--- config.mk ---
export PLATFORM = sky130hd
export DESIGN_NAME = mppc_ctrl
export DESIGN_NICKNAME = d
export VERILOG_FILES = /design/src/hw/rtl/mppc_pkg.sv /design/src/hw/rtl/mppc_ctrl.sv
export SDC_FILE = /design/constraint.sdc
export NUM_CORES = 1
export LEC_CHECK = 0
export BUFFER_PORTS_ARGS = -buffer_cell sky130_fd_sc_hd__buf_2
export CORE_AREA = 2 2 39 41
export DETAILED_ROUTE_END_ITERATION = 12
export DIE_AREA = 0 0 41 43
export HOLD_SLACK_MARGIN = 0.02
export PLACE_DENSITY = 0.85
export SYNTH_ARGS = -nofsm -noshare
export SYNTH_HDL_FRONTEND = slang
export SYNTH_SLANG_ARGS = --single-unit
--- constraint.sdc ---
create_clock -name clk -period 2.9 [get_ports clk]
set_input_delay 0.145 -clock clk [delete_from_list [all_inputs] [get_ports clk]]
set_output_delay 0.145 -clock clk [all_outputs]
set_load 0.05 [all_outputs]
--- src/hw/rtl/mppc_pkg.sv ---
// Shared constants, codes and controller/datapath interface types of the MPPC decompressor.
package mppc_pkg;

  localparam int WINDOW_SIZE = 8192;
  localparam int HIST_LIMIT  = 3 * WINDOW_SIZE;
  localparam int FILL_W      = 15;
  localparam int BUF_W       = 48;
  localparam int BC_W        = 6;
  localparam int CL_W        = 13;
  localparam int DIST_W      = 14;
  localparam int POS_W       = 6;

  typedef logic [1:0] kind_t;
  localparam kind_t KIND_BYTE = 2'd0;
  localparam kind_t KIND_EOP  = 2'd1;
  localparam kind_t KIND_PULL = 2'd2;

  typedef logic [1:0] status_t;
  localparam status_t ST_OK     = 2'd0;
  localparam status_t ST_OVF    = 2'd1;
  localparam status_t ST_BADLEN = 2'd2;
  localparam status_t ST_BUSY   = 2'd3;

  typedef enum logic [1:0] {
    RES_EMPTY,
    RES_BUSY,
    RES_DECODE,
    RES_COPY
  } res_sel_t;

  typedef struct packed {
    logic     take_byte;
    logic     eop;
    logic     align;
    logic     classify;
    logic     lens;
    logic     commit;
    logic     cmp_rd;
    logic     cmp_wr;
    logic     shrink;
    logic     burst_start;
    logic     cp_rd;
    logic     cp_wr;
    logic     emit;
    res_sel_t sel;
    logic     last;
  } dp_cmd_t;

  typedef struct packed {
    logic drop;
    logic copy_pend;
    logic cmp_need;
    logic cmp_last;
    logic burst_last;
    logic out_free;
  } dp_stat_t;

endpackage

--- src/hw/rtl/mppc_ctrl.sv ---
// Controller state machine that sequences decoding, copy bursts and history compaction.
module mppc_ctrl (
  input  logic               clk,
  input  logic               rst,
  input  logic               in_valid,
  input  mppc_pkg::kind_t    in_kind,
  output logic               in_ready,
  input  mppc_pkg::dp_stat_t stat,
  output mppc_pkg::dp_cmd_t  cmd
);

  import mppc_pkg::*;

  typedef enum logic [3:0] {
    S_IDLE,
    S_ALIGN,
    S_CLASS,
    S_LENS,
    S_DECIDE,
    S_EMPTY,
    S_BUSY,
    S_CMP_RD,
    S_CMP_WR,
    S_CMP_FIN,
    S_CP_RD,
    S_CP_WR
  } state_t;

  state_t state;
  state_t state_next;

  assign in_ready = (state == S_IDLE);

  // Next state and datapath commands.
  always_comb begin
    cmd        = '0;
    state_next = state;
    case (state)
      S_IDLE: begin
        if (in_valid) begin
          case (in_kind)
            KIND_BYTE: begin
              if (stat.drop) begin
                state_next = S_EMPTY;
              end else if (stat.copy_pend) begin
                state_next = S_BUSY;
              end else begin
                cmd.take_byte = 1'b1;
                state_next    = S_ALIGN;
              end
            end
            KIND_EOP: begin
              cmd.eop    = 1'b1;
              state_next = stat.cmp_need ? S_CMP_RD : S_EMPTY;
            end
            KIND_PULL: begin
              if (stat.copy_pend) begin
                cmd.burst_start = 1'b1;
                state_next      = S_CP_RD;
              end else begin
                state_next = S_EMPTY;
              end
            end
            default: state_next = S_EMPTY;
          endcase
        end
      end
      S_ALIGN: begin
        cmd.align  = 1'b1;
        state_next = S_CLASS;
      end
      S_CLASS: begin
        cmd.classify = 1'b1;
        state_next   = S_LENS;
      end
      S_LENS: begin
        cmd.lens   = 1'b1;
        state_next = S_DECIDE;
      end
      S_DECIDE: begin
        if (stat.out_free) begin
          cmd.commit = 1'b1;
          cmd.emit   = 1'b1;
          cmd.sel    = RES_DECODE;
          cmd.last   = 1'b1;
          state_next = S_IDLE;
        end
      end
      S_EMPTY: begin
        if (stat.out_free) begin
          cmd.emit   = 1'b1;
          cmd.sel    = RES_EMPTY;
          cmd.last   = 1'b1;
          state_next = S_IDLE;
        end
      end
      S_BUSY: begin
        if (stat.out_free) begin
          cmd.emit   = 1'b1;
          cmd.sel    = RES_BUSY;
          cmd.last   = 1'b1;
          state_next = S_IDLE;
        end
      end
      S_CMP_RD: begin
        cmd.cmp_rd = 1'b1;
        state_next = S_CMP_WR;
      end
      S_CMP_WR: begin
        cmd.cmp_wr = 1'b1;
        state_next = stat.cmp_last ? S_CMP_FIN : S_CMP_RD;
      end
      S_CMP_FIN: begin
        cmd.shrink = 1'b1;
        state_next = S_EMPTY;
      end
      S_CP_RD: begin
        cmd.cp_rd  = 1'b1;
        state_next = S_CP_WR;
      end
      S_CP_WR: begin
        if (stat.out_free) begin
          cmd.cp_wr  = 1'b1;
          cmd.emit   = 1'b1;
          cmd.sel    = RES_COPY;
          cmd.last   = stat.burst_last;
          state_next = stat.burst_last ? S_IDLE : S_CP_RD;
        end
      end
      default: state_next = S_IDLE;
    endcase
  end

  // State register.
  always_ff @(posedge clk) begin
    if (rst) begin
      state <= S_IDLE;
    end else begin
      state <= state_next;
    end
  end

endmodule

## After elaboration in Yosys (flattened, before gate mapping)

Index checks and enable logic that the tools add are counted.

| storage, ports and cells | value |
|---|---|
| register bits after elaboration | 4 |
| input port bits | 11 |
| output and inout port bits | 17 |
| word-level logic and storage cells | 57 |

| cells by class | value |
|---|---|
| eq/ne operators | 16 |
| muxes and demuxes | 36 |
| reductions and logical operators | 4 |

Operators with widths:

| cell | count |
|---|---|
| 4-bit two-way mux | 10 |
| 4-bit case mux with 10 select lines | 1 |
| 1-bit two-way mux | 18 |
| 4-bit by 3-bit equality test with 1-bit output (second input constant) | 4 |
| 4-bit equality test (second input constant) | 4 |
| 4-bit case mux with 4 select lines | 1 |
| 4-bit case mux with 3 select lines | 1 |
| 4-bit by 2-bit equality test with 1-bit output (second input constant) | 2 |
| 2-bit two-way mux | 3 |
| 5-bit two-way mux | 1 |
| 4-bit by 1-bit equality test with 1-bit output (second input constant) | 1 |
| 4-bit logical NOT | 1 |
| 2-bit inequality test (second input constant) | 2 |
| 3-bit two-way mux | 1 |
| 3-bit AND reduction | 1 |
| 3-bit OR reduction | 1 |
| 2-bit by 1-bit equality test with 1-bit output (second input constant) | 1 |
| 2-bit equality test (second input constant) | 1 |
| 2-bit logical NOT | 1 |
| 2-bit by 1-bit inequality test with 1-bit output (second input constant) | 1 |

## Logic depth before layout (Yosys ltp)

Gate-level depths: netlist of the first run.

| depth | value |
|---|---|
| depth after elaboration | 5 |
| depth in mapped cells | 6 |
| gate-level depth less buffers | 4 |

## Least setup slack after synthesis of the first run

OpenSTA, ideal clock, no wires.

| timing | value |
|---|---|
| kind | register -> output |
| start | register state[3] |
| end | output port cmd[14] (netlist name) |
| data arrival time | 2.701 ns |
| required time | 2.755 ns |
| path slack | 0.054 ns |
| cell stages (with the launch flop) | 6 |
| buffers on the path | 2 |
| path through | dfxtp_1 -> buf_2 -> buf_2 -> nor4_4 -> nand2_1 -> nor3b_1 |

RTL lines:

| what | line | source |
|---|---|---|
| start: declaration | mppc_ctrl.sv:29 | `state_t state;` |
| start signal: assignment | mppc_ctrl.sv:139 | `state <= state_next;` |
| end: declaration | mppc_ctrl.sv:9 | `output mppc_pkg::dp_cmd_t cmd` |

==> results of run 1 <==
## power by group through the flow
stage	sequential [mW]	combinational (mW)	clock, mW
after detailed placement	0.126	0.324	0
after floorplan	0.0781	0.317	0
after global routing	0.131	0.349	0.0729
after CTS	0.125	0.324	0.0724
after global placement	0.124	0.322	0
final	0.127	0.324	0.0678
## cell families (layout without fill, tap and decap cells)
kind of cell / after synthesis / count (layout)
xor+xnor: 1 / 1
compound gates: 23 / 23
buf+inv: 12 / 35
flops: 4 / 4
simple gates: 49 / 49
## metrics by stage
stage / util / cell area [µm²] / power [mW] / hold WS [ns] / setup WS (ns)
after global placement: 0.5072 / 701.9 / 0.4466 / 0.5269 / 1.157
after floorplan: - / 585.6 / 0.3948 / 0.3311 / 0.05368
after detailed placement: 0.5072 / 701.9 / 0.4497 / 0.5211 / 1.115
after CTS: 0.5235 / 724.4 / 0.5218 / 0.2690 / 0.8657
after global routing: 0.5235 / 724.4 / 0.5529 / 0.2892 / 0.7659
final: 0.5235 / 724.4 / 0.5189 / 0.2825 / 0.8741
## critical path, cell delays in order, from the launching register on
cell	delay (ns)
dfxtp_1	0.66
or3b_4	0.47
a211oi_1	0.23
buf_2	0.30
## final cells by class
class / count / area, µm² / area share
Tap cell: 16 / 20.02 / 0.02763
Clock buffer: 3 / 22.52 / 0.03109
Sequential cell: 4 / 80.08 / 0.1105
Multi-Input combinational cell: 73 / 447.9 / 0.6183
Inverter: 5 / 18.77 / 0.02591
Timing Repair Buffer: 27 / 135.1 / 0.1865
## worst max-delay path by stage
stage	cells after the start	to	slack, ns
6_report	3	cmd[1]	0.87
5_1_grt	5	cmd[2]	0.77
4_1_cts	3	cmd[1]	0.87
3_5_place_dp	3	cmd[1]	1.12
3_3_place_gp	3	cmd[1]	1.16
2_1_floorplan	5	cmd[14]	0.05
## layer usage
| metal | wire, µm | up-vias | GRT usage |
|---|---|---|---|
| met3 | 127 | 0 | 0.04712 |
| met1 | 700 | 312 | 0.2315 |
| li1 | - | 368 | - |
| met5 | 0 | - | 0 |
| met2 | 636 | 30 | 0.2844 |
| met4 | 0 | 0 | 0.02000 |
## cell usage in the layout, fill, tap and decap left out, drive strengths merged, types with 2 or more instances in the layout
| cell | Yosys | layout |
|---|---|---|
| a21oi | 9 | 9 |
| a2bb2oi | 2 | 2 |
| and3 | 2 | 2 |
| buf | 5 | 27 |
| clkbuf | 2 | 3 |
| dfxtp | 4 | 4 |
| inv | 5 | 5 |
| nand2 | 9 | 9 |
| nand2b | 5 | 5 |
| nand3b | 2 | 2 |
| nor2 | 11 | 11 |
| nor3 | 10 | 10 |
| nor3b | 3 | 3 |
| o21ai | 3 | 3 |
| o22ai | 4 | 4 |
==> results.py, run 1 <==
metrics = {
    "outcome": {
        "status": "finished, final reports clean",
    },
    "power": {
        "p_leak_nw": 0.3243,
        "seqPwrFrac": 0.244,
        "powerDensity_mw_per_mm2": 716.3,
        "p_int_mw": 0.2222,
        "combPwrFrac": 0.625,
        "power.net_switching_mw": 0.2967,
        "clkPwrFrac": 0.131,
        "ir_drop_mv": 0.3094,
        "swShare": 0.5718,
    },
    "global_route": {
        "grtUsageTotal": 0.1757,
        "grt_pass1_vias": 569,
        "grt_max_degree": 18,
        "antenna_found_initial": 0,
        "overflow": 0,
        "grt_pass1_wl_mm": 2.221,
    },
    "clock_tree": {
        "cts_sinks": 4,
        "post_cts_buffers": 0,
        "cts_max_path_buffers": 2,
        "path_clk_slew_ns": 0.04,
        "clockRootBuffer": "clkbuf_4",
        "cts_tree": "yes",
        "clock_latency_ns": 0.23,
        "htree_levels": 1,
        "numCtsBuffers": 3,
        "ctsHoldBuffers": 0,
        "cts_resized": 0,
    },
    "synthesis": {
        "ys_seq_area_frac": 0.1368,
        "synth_mux_area_frac": 0,
        "yosys_register_bits": 4,
        "syn-instance-count": 89,
        "syn_avg_cell_area_um2": 6.579,
        "synthFlopType": "dfxtp_1",
        "synth_fa_ha_area_frac": 0,
        "synthTopCellsByArea": "dfxtp_1 14%, nor3_1 8.5%, nor2_1 7.1%",
        "synth_edf_count": 0,
        "synth_xor_area_frac": 0.01496,
        "synthSimpleGateAreaFrac": 0.4658,
        "synth_top_area_frac": 0.1368,
        "synth_nets": 100,
        "synth_top_cells_by_count": "11 x nor2_1, 10 x nor3_1, 9 x nand2_1, 8 x a21oi_1",
        "yosysTopAreaCell": "dfxtp_1",
        "yosysUniqueCellTypes": 31,
        "synth_top_family_by_area": "simple AND/OR/NAND/NOR gates",
        "synth_most_common_cell": "nor2_1",
        "async_flop_share": 0,
        "yosysWarnings": 0,
        "synth_compound_area_frac": 0.2842,
        "syn-cell-area_um2": 585.6,
    },
    "min_path": {
        "holdCritStartpoint": "rst",
        "hold_path.class": "primary input to flop",
        "hold_path_depth": 4,
        "hold_path_end": "state[3]$_SDFFE_PP0P_",
    },
    "placement": {
        "post-place-cells": 125,
        "port_buffers": 27,
        "dp_hpwl_mm": 1.127,
        "gp_congestion": 0.8231,
    },
    "drt": {
        "ant_nets": 0,
        "vias_per_cell": 5.547,
        "drt-total-wl_mm": 1.463,
        "drt_iter0_markers": 7,
        "firstDrtPassIters": 3,
        "drc_errors": 0,
        "drt-wirelength-per-cell_um": 11.43,
        "vias": 710,
    },
    "floorplanning": {
        "start_util": 0.4231,
        "chipWidth_um": 41,
        "ios": 28,
        "die-area_mm2": 0.001763,
        "core_mm2": 0.001384,
        "rows": 14,
        "die_h_um": 43,
    },
    "finish": {
        "nets": 125,
        "reg.largest.list": "state x4",
        "syn2layout_area_growth_pct": 23.72,
        "layout-drive-gt1-share": 0.3036,
        "nFillCells": 140,
        "diodes": 0,
        "largest_register_ffs": 4,
        "final_cell_count_no_fill": 128,
        "largest_register": "state",
    },
    "setup_path": {
        "critPathLaunchType": "flop",
        "crit_arrival_ns": 1.88,
        "rr_startpoint": "state[2]$_SDFFE_PP0P_",
        "crit_type": "flop to primary output",
        "required_ns": 2.76,
        "crit_fanout": 17,
        "endpoint_kind": "primary output",
        "r2r_slack_ns": 1.12,
        "timing.rr.end": "state[1]$_SDFFE_PP0P_",
        "crit_start": "state[2]$_SDFFE_PP0P_",
        "r2r_cells": 4,
    },
    "timing": {
        "rsz0062_at_grt": "false",
        "period_needed_ns": 2.026,
        "setup_violations": 0,
        "slew_headroom": 0.5951,
        "final.setup.tns_ns": 0,
        "tightest_slew_ns": 0.6065,
        "fmax_ghz": 0.4936,
        "finalHoldViolCount": 0,
        "finalCritPeriodShare": 0.6986,
        "finClkSkew_ns": 0.004396,
        "slew_violations": 0,
    },
    "run": {
        "timing.max_cap.violations": 0,
    },
}
Note: power is estimated with default switching activity, not from simulation.
==> run 2, diff against run 1 <==
--- a/config.mk
+++ b/config.mk
@@ -6,9 +6,9 @@
 export NUM_CORES = 1
 export LEC_CHECK = 0
 export BUFFER_PORTS_ARGS = -buffer_cell sky130_fd_sc_hd__buf_2
-export CORE_AREA = 2 2 39 41
+export CORE_MARGIN = 2
+export CORE_UTILIZATION = 44
 export DETAILED_ROUTE_END_ITERATION = 12
-export DIE_AREA = 0 0 41 43
 export HOLD_SLACK_MARGIN = 0.02
 export PLACE_DENSITY = 0.85
 export SYNTH_ARGS = -nofsm -noshare
==> constraint.sdc (replaced) <==
create_clock -name clk -period 2 [get_ports clk]
set_input_delay 0.1 -clock clk [delete_from_list [all_inputs] [get_ports clk]]
set_output_delay 0.1 -clock clk [all_outputs]
set_load 0.05 [all_outputs]
==> run 2 against run 1 <==
Net effect: critical path depth is 2 higher; largest cell class unchanged; clock power is 41% higher; critical endpoint is now cmd[2]; setup slack worse by 0.72 ns.
==> results.py, run 2 (synthesis gave the netlist of run 1 again) <==
metrics = {
    "outcome": {
        "status": "finished, final reports clean",
    },
    "drt": {
        "ant_nets": 0,
        "drt-total-wl_mm": 1.664,
        "vias_per_cell": 5.756,
        "drt_iter0_markers": 12,
        "drt-wirelength-per-cell_um": 12.70,
        "vias": 754,
        "drc_errors": 0,
        "firstDrtPassIters": 4,
    },
    "timing": {
        "fmax_ghz": 0.5419,
        "period_needed_ns": 1.845,
        "slew_headroom": 0.6885,
        "slew_violations": 0,
        "holdWs_ns": 0.2516,
        "final.setup.tns_ns": 0,
        "finalCritPeriodShare": 0.9227,
        "setup_violations": 0,
        "finalHoldViolCount": 0,
        "rsz0062_at_grt": "false",
        "tightest_slew_ns": 0.4637,
        "finClkSkew_ns": 0.004389,
    },
    "run": {
        "timing.max_cap.violations": 0,
    },
    "setup_path": {
        "timing.rr.end": "state[2]$_SDFFE_PP0P_",
        "crit_arrival_ns": 1.75,
        "crit_type": "flop to primary output",
        "critPathLaunchType": "flop",
        "endpoint_kind": "primary output",
        "r2r_cells": 4,
        "crit_fanout": 9,
        "required_ns": 1.90,
        "r2r_slack_ns": 0.43,
        "rr_startpoint": "state[1]$_SDFFE_PP0P_",
    },
    "clock_tree": {
        "path_clk_slew_ns": 0.04,
        "cts_tree": "yes",
        "cts_max_path_buffers": 2,
        "post_cts_buffers": 0,
        "clock_latency_ns": 0.23,
        "htree_levels": 1,
        "cts_sinks": 4,
        "numCtsBuffers": 3,
        "clockRootBuffer": "clkbuf_4",
    },
    "global_route": {
        "grtUsageTotal": 0.2157,
        "antenna_found_initial": 0,
        "grt_pass1_wl_mm": 2.442,
        "grt_max_degree": 17,
        "grt_pass1_vias": 608,
        "overflow": 0,
    },
    "finish": {
        "syn2layout_area_growth_pct": 34.40,
        "reg.largest.list": "state x4",
        "largest_register": "state",
        "nFillCells": 123,
        "largest_register_ffs": 4,
        "layout-drive-gt1-share": 0.3793,
        "nets": 129,
        "diodes": 0,
        "layout_commonest_cell": "buf_2",
        "most-common-layout-cells": "27 x buf_2, 10 x nor2_1, 9 x nor3_1",
    },
    "power": {
        "powerDensity_mw_per_mm2": 1040,
        "p_leak_nw": 0.3564,
        "ir_drop_mv": 0.6162,
    },
    "floorplanning": {
        "core_mm2": 0.001269,
        "die-area_mm2": 0.001639,
        "start_util": 0.4615,
        "die_h_um": 40.48,
        "ios": 28,
        "chipWidth_um": 40.48,
        "rows": 13,
    },
    "min_path": {
        "hold_path.class": "primary input to flop",
        "holdCritStartpoint": "rst",
        "hold_path_end": "state[0]$_SDFFE_PP0P_",
        "hold_path_depth": 4,
    },
    "placement": {
        "dp_hpwl_mm": 1.309,
        "gp_congestion": 0.8516,
        "port_buffers": 27,
    },
}
==> run 2: per-stage QoR <==
| stage | total power [mW] | util | worst slack, ns | instances | instance area [µm²] |
|---|---|---|---|---|---|
| final | 0.8186 | 0.6203 | 0.1546 | 131 | 787.0 |
| after global routing | 0.8730 | 0.6203 | 0.002804 | 131 | 787.0 |
| after CTS | 0.8175 | 0.6193 | 0.09905 | 131 | 785.8 |
| after detailed placement | 0.7169 | 0.6016 | 0.3710 | 128 | 763.2 |
| after global placement | 0.7129 | 0.6016 | 0.3972 | 128 | 763.2 |
| after floorplan | 0.6088 | - | -0.09640 | 89 | 634.4 |
==> run 2: routing by layer <==
metal / up-vias / routed length [µm] / GRT usage
met1: 345 / 735 / 0.2623
met3: 4 / 100 / 0.01667
met5: - / 0 / 0
met4: 0 / 28 / 0.07500
li1: 375 / - / -
met2: 30 / 800 / 0.3889
==> run 2: layout make-up <==
| type | count | area (µm²) | share of cell area |
|---|---|---|---|
| multi-input combinational | 73 | 480.5 | 0.6105 |
| tap | 15 | 18.77 | 0.02385 |
| sequential | 4 | 81.33 | 0.1033 |
| timing repair buffer | 31 | 165.2 | 0.2099 |
| inverter | 5 | 18.77 | 0.02385 |
| clock buffer | 3 | 22.52 | 0.02862 |
==> run 2: critical path, stage by stage (launching register included) <==
cell	delay (ns)
dfxtp_1	0.42
buf_4	0.23
nor3_1	0.37
a21oi_1	0.13
nor2_1	0.10
buf_2	0.27
==> run 2: how the worst max path moves through the flow <==
stage	startpoint	end	slack, ns	cells past startpoint
after detailed placement	state[0]$_SDFFE_PP0P_	cmd[0]	0.37	5
after global placement	state[0]$_SDFFE_PP0P_	state[1]$_SDFFE_PP0P_	0.40	4
after global routing	state[2]$_SDFFE_PP0P_	cmd[0]	0.003	6
final	state[1]$_SDFFE_PP0P_	cmd[2]	0.15	5
after floorplan	state[1]$_SDFFE_PP0P_	cmd[14]	-0.1	5
after CTS	state[0]$_SDFFE_PP0P_	cmd[0]	0.1	5
==> run 2: timing repair <==
item,in CTS,in global routing
setup endpoints to repair,0,3
hold buffers,0,0
resized for setup,0,1
==> run 2: power by group <==
| part | total [mW] | internal, mW | leakage, nW | switching, mW |
|---|---|---|---|---|
| clock | 0.0957 | 0.0668 | 0.0138 | 0.0289 |
| combinational | 0.566 | 0.194 | 0.309 | 0.372 |
| sequential | 0.157 | 0.101 | 0.0331 | 0.0563 |
| total | 0.819 | 0.362 | 0.356 | 0.457 |
